File: src/qsst_pkg.sv
// Shared types and codes for the QUIC stream state tracker.
// Used by qsst_logic and quic_stream_state_tracker; no dependencies.
package qsst_pkg;

  typedef enum logic [2:0] {
    S_INIT       = 3'd0,
    S_READY      = 3'd1,
    S_SEND       = 3'd2,
    S_DATASENT   = 3'd3,
    S_DATARECVD  = 3'd4,
    S_RESETSENT  = 3'd5,
    S_RESETRECVD = 3'd6
  } send_state_t;

  typedef enum logic [2:0] {
    R_INIT       = 3'd0,
    R_RECV       = 3'd1,
    R_SIZEKNOWN  = 3'd2,
    R_DATARECVD  = 3'd3,
    R_DATAREAD   = 3'd4,
    R_RESETRECVD = 3'd5,
    R_RESETREAD  = 3'd6
  } recv_state_t;

  typedef enum logic [2:0] {
    ST_IDLE        = 3'd0,
    ST_OPEN        = 3'd1,
    ST_HALF_REMOTE = 3'd2,
    ST_HALF_LOCAL  = 3'd3,
    ST_CLOSED      = 3'd4,
    ST_INVALID     = 3'd5
  } status_t;

  typedef enum logic [2:0] {
    FR_STREAM  = 3'd0,
    FR_SDB     = 3'd1,
    FR_RESET   = 3'd2,
    FR_STOP    = 3'd3,
    FR_MAXDATA = 3'd4,
    FR_OTHER   = 3'd5
  } frame_t;

  typedef enum logic [2:0] {
    EV_SENT     = 3'd0,
    EV_RECEIVED = 3'd1,
    EV_ACK      = 3'd2,
    EV_READ     = 3'd3,
    EV_END      = 3'd4
  } kind_t;

  typedef struct packed {
    logic [2:0] kind;
    frame_t     frame;
    logic       fin;
    logic       in_complete;
    logic       out_complete;
    logic       out_cancelled;
  } item_t;

  typedef struct packed {
    send_state_t send_part;
    recv_state_t recv_part;
    status_t     stream_status;
    logic        may_send;
    logic        may_receive;
  } result_t;

endpackage

File: src/quic_stream_state_tracker.sv
// QUIC stream state tracker: one event in, one result out. A beat is held in
// s1_item and its result in out_res; a new beat is taken every cycle unless
// out_stall holds a full pipeline. The only loop is the update of the send and
// receive state registers from qsst_logic. Synchronous active-high reset clears
// both stage valids, sets send to Ready, receive to Init. Uses qsst_pkg, qsst_logic.
module quic_stream_state_tracker (
  input  logic       clk,
  input  logic       rst,
  input  logic       in_valid,
  output logic       in_stall,
  input  logic [2:0] kind,
  input  logic [2:0] frame_type,
  input  logic       fin,
  input  logic       in_complete,
  input  logic       out_complete,
  input  logic       out_cancelled,
  output logic       out_valid,
  input  logic       out_stall,
  output logic [2:0] send_part,
  output logic [2:0] recv_part,
  output logic [2:0] stream_status,
  output logic       may_send,
  output logic       may_receive
);

  qsst_pkg::item_t       item_in;
  qsst_pkg::item_t       s1_item;
  logic                  s1_valid;
  qsst_pkg::send_state_t send_state;
  qsst_pkg::recv_state_t recv_state;
  qsst_pkg::send_state_t send_state_next;
  qsst_pkg::recv_state_t recv_state_next;
  qsst_pkg::result_t     res_next;
  qsst_pkg::result_t     out_res;
  logic                  out_load;
  logic                  advance;
  logic                  accept;

  // codes above "other" act as "other"
  always_comb begin
    item_in.kind          = kind;
    item_in.frame         = (frame_type > 3'(qsst_pkg::FR_OTHER)) ? qsst_pkg::FR_OTHER
                                                                  : qsst_pkg::frame_t'(frame_type);
    item_in.fin           = fin;
    item_in.in_complete   = in_complete;
    item_in.out_complete  = out_complete;
    item_in.out_cancelled = out_cancelled;
  end

  assign out_load = !out_valid || !out_stall;
  assign advance  = s1_valid && out_load;
  assign in_stall = s1_valid && !out_load;
  assign accept   = in_valid && !in_stall;

  qsst_logic u_logic (
    .item      (s1_item),
    .send_cur  (send_state),
    .recv_cur  (recv_state),
    .send_next (send_state_next),
    .recv_next (recv_state_next),
    .res       (res_next)
  );

  always_ff @(posedge clk) begin
    if (rst) begin
      s1_valid   <= 1'b0;
      out_valid  <= 1'b0;
      send_state <= qsst_pkg::S_READY;
      recv_state <= qsst_pkg::R_INIT;
    end else begin
      if (accept) s1_valid <= 1'b1;
      else if (advance) s1_valid <= 1'b0;
      if (out_load) out_valid <= s1_valid;
      // commit state only when the beat moves into the result register
      if (advance) begin
        send_state <= send_state_next;
        recv_state <= recv_state_next;
      end
    end
  end

  always_ff @(posedge clk) begin
    if (accept) s1_item <= item_in;
    if (advance) out_res <= res_next;
  end

  assign send_part     = out_res.send_part;
  assign recv_part     = out_res.recv_part;
  assign stream_status = out_res.stream_status;
  assign may_send      = out_res.may_send;
  assign may_receive   = out_res.may_receive;

  a_result_matches_state: assert property (@(posedge clk) disable iff (rst)
    out_valid |-> (out_res.send_part == send_state && out_res.recv_part == recv_state))
    else $error("shown result does not match committed state");

  a_send_never_init: assert property (@(posedge clk) disable iff (rst)
    1'b1 |=> send_state != qsst_pkg::S_INIT)
    else $error("send part returned to Init");

  a_stall_only_when_full: assert property (@(posedge clk) disable iff (rst)
    in_stall |-> (s1_valid && out_valid && out_stall))
    else $error("input stalled while pipeline can move");

endmodule

File: src/qsst_logic.sv
// Next-state and result logic for one stream event.
// Purely combinational; depends on qsst_pkg.
module qsst_logic (
  input  qsst_pkg::item_t       item,
  input  qsst_pkg::send_state_t send_cur,
  input  qsst_pkg::recv_state_t recv_cur,
  output qsst_pkg::send_state_t send_next,
  output qsst_pkg::recv_state_t recv_next,
  output qsst_pkg::result_t     res
);

  function automatic qsst_pkg::status_t combined(qsst_pkg::send_state_t sp,
                                                 qsst_pkg::recv_state_t rp);
    logic r_open;
    logic r_done;
    qsst_pkg::status_t st;
    r_open = (rp inside {qsst_pkg::R_RECV, qsst_pkg::R_SIZEKNOWN});
    r_done = (rp inside {qsst_pkg::R_DATARECVD, qsst_pkg::R_DATAREAD,
                         qsst_pkg::R_RESETRECVD, qsst_pkg::R_RESETREAD});
    st = qsst_pkg::ST_INVALID;
    if (sp == qsst_pkg::S_READY || rp == qsst_pkg::R_INIT) begin
      st = qsst_pkg::ST_IDLE;
    end else if (sp inside {qsst_pkg::S_SEND, qsst_pkg::S_DATASENT}) begin
      if (r_open) st = qsst_pkg::ST_OPEN;
      else if (r_done) st = qsst_pkg::ST_HALF_REMOTE;
    end else if (sp inside {qsst_pkg::S_DATARECVD, qsst_pkg::S_RESETSENT,
                            qsst_pkg::S_RESETRECVD}) begin
      if (r_open) st = qsst_pkg::ST_HALF_LOCAL;
      else if (r_done) st = qsst_pkg::ST_CLOSED;
    end
    return st;
  endfunction

  qsst_pkg::frame_t t;
  logic             opens;
  logic             ms;
  logic             mr;
  qsst_pkg::send_state_t s;
  qsst_pkg::recv_state_t r;

  assign t     = item.frame;
  assign opens = (t inside {qsst_pkg::FR_STREAM, qsst_pkg::FR_SDB, qsst_pkg::FR_RESET});

  // Permissions are judged on the states before the update.
  always_comb begin
    ms = 1'b0;
    if (opens) begin
      if (send_cur inside {qsst_pkg::S_READY, qsst_pkg::S_SEND}) begin
        ms = 1'b1;
      end else if ((send_cur inside {qsst_pkg::S_DATASENT, qsst_pkg::S_RESETSENT}) &&
                   t == qsst_pkg::FR_RESET) begin
        ms = 1'b1;
      end
    end
    if (t == qsst_pkg::FR_MAXDATA && recv_cur == qsst_pkg::R_RECV) ms = 1'b1;
    if (t == qsst_pkg::FR_STOP && recv_cur != qsst_pkg::R_RESETRECVD &&
        recv_cur != qsst_pkg::R_RESETREAD) ms = 1'b1;
    mr = opens || t == qsst_pkg::FR_STOP ||
         (t == qsst_pkg::FR_MAXDATA && send_cur != qsst_pkg::S_INIT);
  end

  always_comb begin
    s = send_cur;
    r = recv_cur;
    case (item.kind)
      qsst_pkg::EV_SENT: begin
        if (s == qsst_pkg::S_READY && opens) s = qsst_pkg::S_SEND;
        if (s == qsst_pkg::S_SEND) begin
          if (t == qsst_pkg::FR_STREAM && item.fin) s = qsst_pkg::S_DATASENT;
          else if (t == qsst_pkg::FR_RESET) s = qsst_pkg::S_RESETSENT;
        end else if (s == qsst_pkg::S_DATASENT) begin
          if (t == qsst_pkg::FR_RESET) s = qsst_pkg::S_RESETSENT;
        end
        // a send part still in Ready opens the receive part
        if (s == qsst_pkg::S_READY && r == qsst_pkg::R_INIT) r = qsst_pkg::R_RECV;
      end
      qsst_pkg::EV_RECEIVED: begin
        if (r == qsst_pkg::R_INIT && opens) r = qsst_pkg::R_RECV;
        if (r == qsst_pkg::R_RECV) begin
          if (t == qsst_pkg::FR_STREAM) begin
            if (item.fin) r = item.in_complete ? qsst_pkg::R_DATARECVD
                                               : qsst_pkg::R_SIZEKNOWN;
          end else if (t == qsst_pkg::FR_RESET) begin
            r = qsst_pkg::R_RESETRECVD;
          end
        end else if (r == qsst_pkg::R_SIZEKNOWN) begin
          if (t == qsst_pkg::FR_STREAM && item.in_complete) r = qsst_pkg::R_DATARECVD;
          else if (t == qsst_pkg::FR_RESET) r = qsst_pkg::R_RESETRECVD;
        end
        if (s == qsst_pkg::S_READY && r == qsst_pkg::R_RECV) s = qsst_pkg::S_SEND;
      end
      qsst_pkg::EV_ACK: begin
        if (item.out_complete) s = qsst_pkg::S_DATARECVD;
        else if (item.out_cancelled) s = qsst_pkg::S_RESETRECVD;
      end
      qsst_pkg::EV_READ: begin
        if (item.in_complete) r = qsst_pkg::R_DATAREAD;
      end
      qsst_pkg::EV_END: begin
        r = qsst_pkg::R_RESETREAD;
      end
      default: begin
      end
    endcase
  end

  assign send_next         = s;
  assign recv_next         = r;
  assign res.send_part     = s;
  assign res.recv_part     = r;
  assign res.stream_status = combined(s, r);
  assign res.may_send      = ms;
  assign res.may_receive   = mr;

endmodule
File: config.mk
export PLATFORM = sky130hd
export DESIGN_NAME = quic_stream_state_tracker
export DESIGN_NICKNAME = d
export VERILOG_FILES = /design/src/qsst_pkg.sv /design/src/quic_stream_state_tracker.sv /design/src/qsst_logic.sv
export SDC_FILE = /design/constraint.sdc
export NUM_CORES = 1
export LEC_CHECK = 0
export BUFFER_PORTS_ARGS = -buffer_cell sky130_fd_sc_hd__buf_2
export CORE_MARGIN = 10
export CORE_UTILIZATION = 27
export DETAILED_ROUTE_END_ITERATION = 12
export GPL_TIMING_DRIVEN = 1
export SLEW_MARGIN = 20
export SYNTH_ARGS = -nofsm -noshare
export SYNTH_HDL_FRONTEND = slang
export SYNTH_SLANG_ARGS = --single-unit
File: constraint.sdc
create_clock -name clk -period 2.9 [get_ports clk]
set_input_delay 0.58 -clock clk [delete_from_list [all_inputs] [get_ports clk]]
set_output_delay 0.58 -clock clk [all_outputs]
set_load 0.05 [all_outputs]
# --- After elaboration in Yosys (flattened, before gate mapping) ---
# Cells that the tools add are included.
word_totals:
  regBits: 29
op_classes:
  muxes: 35
  order_cmp: 1
  eq_ne: 33
  n_reduce_logical: 36
op_table:
  columns: ["op", "n"]
  rows:
  - ["2-to-1 mux 3 bit", 26]
  - ["== test 3 x 2 -> 1 bit (second input constant)", 13]
  - ["== test 3 x 1 -> 1 bit (second input constant)", 9]
  - ["== test 3 bit (second input constant)", 9]
  - ["logical AND 1 bit", 14]
  - ["logical NOT 3 bit", 4]
  - ["one-hot mux 3 bit (4 select lines)", 1]
  - ["nonzero test 2 bit", 5]
  - ["one-hot mux 3 bit (3 select lines)", 1]
  - ["nonzero test 3 bit", 3]
  - ["2-to-1 mux 1 bit", 7]
  - ["!= test 3 bit (second input constant)", 2]
  - ["logical NOT 1 bit", 4]
  - ["logical OR 1 bit", 4]
  - ["nonzero test 4 bit", 1]
  - ["> comparator 3 bit (second input constant)", 1]
  - ["OR reduction 2 bit", 1]

# --- Logic depth before layout (Yosys ltp) ---
# Gate-level depths: netlist (run 1).
logic_depth:
  word_depth: 19
  mapped_depth: 10

# --- By module ---
# From an unflattened synthesis (run 1), not the netlist that was laid out.
hier_totals:
  hier_cells: 182
  area_unflattened_um2: 1752.9
by_module_without_submodules:
  columns: ["mod", "area_each_um2", "cells_each", "instances"]
  rows:
  - ["quic_stream_state_tracker", 996.0, 60, 1]
  - ["qsst_logic", 757.0, 122, 1]

# --- Least setup slack after synthesis (run 1) ---
# No wires, ideal clock.
synth_path:
  path_kind: "reg-to-reg"
  start: "reg s1_item[6] in the netlist's numbering"
  end: "reg out_res, in the netlist stream_status[0] (data pin)"
  arrival_ns: 2.167
  period_less_slack_ns: 2.433
  stages_incl_launch_ff: 9
  setup_ns: 0.266
  path_slack_ns: 0.467
  path_cell_list: "edfxtp_1 -> nor3_1 -> mux2_2 -> or4b_4 -> o21ai_4 -> inv_2 -> and3_1 -> a21oi_2 -> o221ai_2"
synth_rtl:
  columns: ["item", "line_no", "rtl"]
  rows:
  - ["from (decl)", "quic_stream_state_tracker.sv:27", "qsst_pkg::item_t s1_item;"]
  - ["from (signal assigned)", "quic_stream_state_tracker.sv:83", "if (accept) s1_item <= item_in;"]
  - ["to (signal assigned)", "quic_stream_state_tracker.sv:84", "if (advance) out_res <= res_next;"]
  - ["to (decl)", "quic_stream_state_tracker.sv:34", "qsst_pkg::result_t out_res;"]

==> Implementation_results.wiki, run 1 <==
{| class="wikitable"
! Metric !! Value
|-
| Outcome || finished, final reports clean
|-
| Die Y-Extent || between 90 and 100 um
|-
| Area delta synth->final || 17.32%
|-
| Category of the worst setup path launch point || flip-flop
|-
| CTS root buffer || sky130_fd_sc_hd__clkbuf_8
|-
| Power per cell area || about 520 mW/mm2
|-
| Slowest library cell on the worst path || sky130_fd_sc_hd__or4b_4
|-
| Port Buf Inserts || 26
|-
| Clock buffer depth || 2
|-
| Required time of the critical path || between 2 and 3 ns
|-
| PnR worst setup slack || 0.3123 ns
|-
| Final Max Slew Viols || 0
|-
| Leading post-synthesis cells by cell area || sky130_fd_sc_hd__edfxtp_1 38%, sky130_fd_sc_hd__dfxtp_1 9.6%, sky130_fd_sc_hd__nor2_1 4.3%, sky130_fd_sc_hd__a21oi_1 2.4%, sky130_fd_sc_hd__nand2_1 2.3%
|-
| Setup repair bufs after CTS || 0
|-
| Clock tree from TritonCTS || yes
|-
| Category of the most critical setup path || flip-flop to flip-flop
|-
| Residual antenna-violating net count after detailed routing || 0
|-
| Number of DRC violations after detailed routing || 0
|-
| Final count of hold timing violations || 0
|-
| Cell area after synthesis || around 0.0017 mm2
|-
| Crit path max fanout || 11
|-
| Pre-CTS WS || 0.3050 ns
|-
| Post-synth EDFFs || 21
|-
| CTS H-Tree Depth || 2
|-
| Total design power || 1020 uW
|-
| Number of sinks handled by clock tree synthesis || 29
|-
| Number of top-level design ports || 27
|-
| Routed len/inst || 14.29 um
|-
| Hold-fix buffers, CTS || 0
|-
| Post-DP HPWL || 2.832 mm
|-
| Share of final-layout standard cells stronger than drive strength 1 || 0.2947
|-
| Number of nets at the end of the flow || 203
|-
| Setup clock skew after layout || 0.004662 ns
|-
| Final critical-path share of the clock period || 0.8923
|-
| Average size of a mapped cell || 10.32 um2
|-
| Wire length after detailed routing || 3.788 mm
|-
| Reg2Reg Setup Slack || 0.31 ns
|-
| Die Outline Area || 0.009691 mm2
|-
| Number of library cell types mapped by synthesis || 53
|-
| Type of the tightest min-delay check || input pin to flip-flop
|-
| Maximum number of pins on one net before global-route repair || 20
|-
| Flip-flop and latch count after synthesis || 29
|-
| Measured slew at the worst slew-check pin || a little under 0.8 ns
|-
| Max-capacitance violation count || 0
|-
| RSZ-0062 raised after global routing || false
|-
| Final Instance Count excl. Fillers || 265
|-
| All-layer global routing usage || 0.08038
|-
| Number of placement rows || 28
|-
| Number of inserted diodes || 0
|-
| Largest area contributor in the netlist || sky130_fd_sc_hd__edfxtp_1
|-
| Total overflow reported by the global router || 0
|-
| Count of endpoints failing setup in the final report || 0
|-
| Worst Hold Path EP || s1_item[7]
|-
| Initial Util || 0.2790
|-
| Hold path start || kind[0]
|-
| LEAKAGE || 0.0007382 uW
|-
| Endpoint of the lowest-slack register-to-register path || stream_status[0]
|-
| Worst-Skew Late Latency || ~0.28 ns
|-
| Type of element capturing the critical path || flip-flop
|-
| Sequence of cells on the critical path || nor3_1 -> mux2_2 -> or4b_4 -> o21ai_4 -> inv_2 -> and3_1 -> a21oi_2 -> o221ai_2
|-
| Average via count per standard cell || 5.042
|-
| Initial antenna violation count || 0
|-
| Die X-Extent || 98.45 um
|-
| Beginning of the critical path || recv_state[2]
|-
| Post_cts resized || 0
|-
| Number of buffers created by CTS || 5
|-
| Area fraction of the dominant cell type after synthesis || 0.3795
|-
| Cells after Synth || around 160
|-
| Maximum operating frequency || 386.4 MHz
|-
| Worst r2r src || recv_state[2]
|-
| Data arrival time at the worst-slack endpoint || 2.61 ns
|-
| Logic depth of the worst register-to-register path || 8
|-
| Post-route minimum period || between 2 and 3 ns
|-
| Sequential fraction of the synthesis area || 0.4759
|-
| Initial DRT Pass Iterations || 4
|-
| Number of synthesis warnings || 0
|-
| Global-route wire length before repair || roughly 6.5 mm
|-
| Violation count after the first detailed-route iteration || 158
|-
| Via count of the first global-routing pass || 1315
|-
| Max_slew headroom || 0.4796
|-
| IR Drop Worst-Case VDD || 0.3050 mV
|-
| Clock-pin slew of the registers on the worst-case setup and hold paths || 0.06 ns
|-
| Hold Path Cell Cnt || 1
|-
| Core Footprint || 0.005956 mm2
|-
| Routability Congestion || 0.8881
|-
| Cells after DPL || between 200 and 300
|-
| Share of flip-flops with an asynchronous set or reset after synthesis || 0
|-
| Net Count, Synth || around 180
|-
| Post-Route Setup TNS || 0 ns
|-
| Most used flip-flop cell after synthesis || sky130_fd_sc_hd__edfxtp_1
|-
| Detailed-route via count || 1336
|-
| Largest stage delay, worst path || 0.58 ns
|}
synthesized netlist by cell type, drive strengths merged, types with 4 or more instances:
| library cell | n |
|---|---|
| clkbuf | 4 |
| o21ai | 7 |
| nor2 | 19 |
| nor3 | 6 |
| inv | 6 |
| nand2 | 10 |
| edfxtp | 21 |
| a21oi | 9 |
| buf | 8 |
| dfxtp | 8 |
| o211ai | 7 |
through the flow:
stage | utilization | hold slack (ns) | area (um2)
6_report | 0.3273 | 0.4787 | 1949
5_1_grt | 0.3273 | 0.4610 | 1949
4_1_cts | 0.3273 | 0.4647 | 1949
3_5_place_dp | 0.3134 | 0.4811 | 1867
3_3_place_gp | 0.3134 | 0.4626 | 1867
2_1_floorplan | - | 0.4441 | 1662
layout by cell type (no fill, tap or decap), drive strengths merged, types with 6 or more instances in the layout:
| master | synthesis | layout |
|---|---|---|
| o21ai | 7 | 7 |
| nor2 | 19 | 19 |
| nor3 | 6 | 6 |
| edfxtp | 21 | 21 |
| dfxtp | 8 | 8 |
| buf | 8 | 33 |
| o211ai | 7 | 7 |
| nand2 | 10 | 10 |
| a21oi | 9 | 9 |
| inv | 6 | 6 |
| clkbuf | 4 | 6 |
sequential cells by signal, summed over array words and instances (netlist names):
register and count:
may_receive 1, may_send 1, out_valid 1, recv_part 3, recv_state 3, s1_item 10, s1_valid 1, send_part 3
send_state 3, stream_status 3
critical path, delay by kind of cell (launching register included):
| family | cells | cell delay (ns) |
|---|---|---|
| multiplexers | 1 | 0.37 |
| flip-flops | 1 | 0.43 |
| AO/OA/AOI/OAI | 3 | 0.48 |
| buffers and inverters | 1 | 0.08 |
| AND/OR/NAND/NOR | 3 | 0.98 |
power by group:
part	total, uW	switching [uW]	internal (uW)
registers	498	24.2	474
clock network	313	147	166
logic	209	131	78.5
per-layer routing:
| metal | vias to the layer above | share of wire | track usage |
|---|---|---|---|
| li1 | 663 | - | - |
| met5 | - | 0 | 0 |
| met3 | 6 | 0.094 | 0.03701 |
| met2 | 60 | 0.41 | 0.1150 |
| met4 | 0 | 0.0095 | 0.02315 |
| met1 | 607 | 0.48 | 0.1053 |
worst max-delay path by stage:
stage | to | cells past startpoint
global placement | stream_status[0] | 8
floorplan | stream_status[0] | 8
CTS | stream_status[0] | 8
finish | stream_status[0] | 8
global route | stream_status[0] | 8
detailed placement | stream_status[0] | 8
layout make-up:
class,count,area [um2]
clock buffer,6,72.57
sequential,29,790.8
inverter,6,22.52
tap,75,93.84
clock inverter,2,10.01
multi-input combinational,114,777.0
timing repair buffer,33,182.7
fill,628,4006
kinds of logic after synthesis:
logic type,Yosys count,synth area share
compound gates,46,0.2350
xor+xnor,2,0.01054
buf+inv,18,0.05647
flops,29,0.4759
mux,4,0.02560
simple gates,62,0.1965
Power figures use the tool's default switching activity.
==> run 2, diff against run 1 <==
--- a/config.mk
+++ b/config.mk
@@ -5,10 +5,11 @@
 export SDC_FILE = /design/constraint.sdc
 export NUM_CORES = 1
 export LEC_CHECK = 0
-export BUFFER_PORTS_ARGS = -buffer_cell sky130_fd_sc_hd__buf_2
 export CORE_MARGIN = 10
 export CORE_UTILIZATION = 27
+export CTS_CLUSTER_DIAMETER = 40
 export DETAILED_ROUTE_END_ITERATION = 12
+export DONT_BUFFER_PORTS = 1
 export GPL_TIMING_DRIVEN = 1
 export SLEW_MARGIN = 20
 export SYNTH_ARGS = -nofsm -noshare
==> Implementation_results.wiki, run 2 (synthesized netlist as in run 1, its figures left out) <==
{| class="wikitable"
! Metric !! Value
|-
| Post-DP HPWL || 2.700 mm
|-
| Die X-Extent || 98.45 um
|-
| Global-route wire length before repair || 5.954 mm
|-
| Violation count after the first detailed-route iteration || 104
|-
| Post_cts resized || 0
|-
| Initial DRT Pass Iterations || 4
|-
| Area delta synth->final || 10.69%
|-
| Initial antenna violation count || 0
|-
| Final count of hold timing violations || 0
|-
| Maximum operating frequency || 382.2 MHz
|-
| Clock-pin slew of the registers on the worst-case setup and hold paths || roughly 0.060 ns
|-
| Worst Hold Path EP || send_state[2]
|-
| Average via count per standard cell || 5.033
|-
| Number of sinks handled by clock tree synthesis || 29
|-
| Residual antenna-violating net count after detailed routing || 0
|-
| Routability Congestion || 0.8322
|-
| Wire length after detailed routing || 3.578 mm
|-
| Max-capacitance violation count || 0
|-
| Combined flip-flop and latch cell area || around 800 um2
|-
| Core Footprint || 0.005956 mm2
|-
| Reg2Reg Setup Slack || 0.28 ns
|-
| Max reg flops || 10
|-
| Number of placement rows || 28
|-
| Clock tree from TritonCTS || yes
|-
| Outcome || finished, final reports clean
|-
| Leading cell type in the layout, fill and taps excluded || sky130_fd_sc_hd__edfxtp_1
|-
| Most frequent cells in the layout || 21 x sky130_fd_sc_hd__edfxtp_1, 19 x sky130_fd_sc_hd__nor2_1, 10 x sky130_fd_sc_hd__nand2_1, 10 x sky130_fd_sc_hd__buf_4
|-
| Area used by multi-input combinational logic || 777.0 um2
|-
| IR Drop Worst-Case VDD || 0.2531 mV
|-
| Area post-placement || roughly 0.0018 mm2
|-
| Number of top-level design ports || 27
|-
| Hold path start || rst
|-
| Worst r2r src || s1_item[6]
|-
| Number of inserted diodes || 0
|-
| CTS H-Tree Depth || 2
|-
| Number of buffers created by CTS || 5
|-
| Final critical-path share of the clock period || 0.9021
|-
| Type of element capturing the critical path || flip-flop
|-
| Category of the worst setup path launch point || flip-flop
|-
| Post-Route Setup TNS || 0 ns
|-
| Total design power || roughly 1000 uW
|-
| Cells after DPL || 234
|-
| Data arrival time at the worst-slack endpoint || 2.64 ns
|-
| All-layer global routing usage || 0.07427
|-
| Maximum number of pins on one net before global-route repair || 12
|-
| Fraction of power consumed by sequential logic || 0.530
|-
| Crit path max fanout || 7
|-
| Via count of the first global-routing pass || 1200
|-
| Port Buf Inserts || 0
|-
| Die Y-Extent || around 100 um
|-
| Final Max Slew Viols || 0
|-
| Required time of the critical path || 2.93 ns
|-
| Count of endpoints failing setup in the final report || 0
|-
| Worst-Skew Late Latency || 0.28 ns
|-
| Number of DRC violations after detailed routing || 0
|-
| Power Internal || 711.1 uW
|-
| Measured slew at the worst slew-check pin || 0.8955 ns
|-
| Logic depth of the worst register-to-register path || 8
|-
| Hold-fix buffers, CTS || 0
|-
| LEAKAGE || between 0.0006 and 0.0007 uW
|-
| Final design area excluding fillers || between 0.0015 and 0.002 mm2
|-
| PnR worst setup slack || about 0.28 ns
|-
| Total overflow reported by the global router || 0
|-
| CTS root buffer || sky130_fd_sc_hd__clkbuf_8
|-
| Final Instance Count excl. Fillers || 242
|-
| Power per cell area || approximately 550 mW/mm2
|-
| Fillcell total || 630
|-
| Category of the most critical setup path || flip-flop to flip-flop
|-
| Clock buffer depth || 2
|-
| Clock group share of total power || 0.311
|-
| Relative contribution of combinational cells to total power || 0.159
|-
| Pre-CTS WS || approximately 0.28 ns
|-
| Hold Path Cell Cnt || 1
|-
| Max_slew headroom || 0.4017
|-
| Die Outline Area || approximately 0.0097 mm2
|-
| Initial Util || 0.2790
|-
| Switching Share || 0.2928
|-
| Share of final-layout standard cells stronger than drive strength 1 || 0.1856
|-
| Setup clock skew after layout || 0.005794 ns
|-
| RSZ-0062 raised after global routing || false
|-
| Post-route minimum period || roughly 2.6 ns
|-
| Endpoint of the lowest-slack register-to-register path || stream_status[0]
|-
| Setup repair bufs after CTS || 0
|-
| Net switching power || 294.4 uW
|-
| Register with the highest flop count || s1_item
|-
| Number of nets at the end of the flow || 180
|-
| Routed len/inst || 14.79 um
|-
| Detailed-route via count || 1218
|-
| Type of the tightest min-delay check || input pin to flip-flop
|}
[run 2: power groups by stage]
stage          combinational (uW)  clock (uW)  sequential [uW]
3_3_place_gp                  160           0              542
3_5_place_dp                  159           0              542
5_1_grt                       178         343              537
4_1_cts                       160         321              533
2_1_floorplan                 133           0              530
6_report                      159         313              533
[run 2: how the worst max path moves through the flow]
stage                             endpoint  cells after the start  slack [ns]       start
final                     stream_status[0]                      8        0.28  s1_item[6]
after CTS                 stream_status[0]                      8        0.28  s1_item[6]
after floorplan           stream_status[0]                      8        0.47  s1_item[6]
after global routing      stream_status[0]                      8        0.17  s1_item[6]
after global placement    stream_status[0]                      8        0.32  s1_item[6]
after detailed placement  stream_status[0]                      8        0.28  s1_item[6]
[run 2: metal layers]
metal  vias up  global-route usage  part of all wire
met5         -                   0                 0
met4         0             0.03087             0.020
met3        10             0.03282             0.065
met2        38             0.09581              0.40
met1       557              0.1029              0.52
li1        613                   -                 -
[run 2: through the flow]
step	util	hold slack (ns)
after floorplan	-	0.4441
after global placement	0.2954	0.4599
after detailed placement	0.2954	0.4845
after CTS	0.3088	0.3548
after global routing	0.3088	0.3527
final	0.3088	0.3651
[run 2: critical path, stage by stage, from the launching register on]
cell and delay [ns]:
sky130_fd_sc_hd__edfxtp_1 0.50, sky130_fd_sc_hd__nor3_1 0.21, sky130_fd_sc_hd__mux2_2 0.37, sky130_fd_sc_hd__or4b_4 0.58, sky130_fd_sc_hd__o21ai_4 0.20, sky130_fd_sc_hd__inv_2 0.08, sky130_fd_sc_hd__and3_1 0.15, sky130_fd_sc_hd__a21oi_2 0.16
sky130_fd_sc_hd__o221ai_2 0.12
[run 2: layout make-up]
class | count | area share
sequential | 29 | 0.4299
inverter | 6 | 0.01224
timing repair buffer | 10 | 0.04082
clock inverter | 1 | 0.002041
clock buffer | 7 | 0.04150
tap | 75 | 0.05102
multi-input combinational | 114 | 0.4224
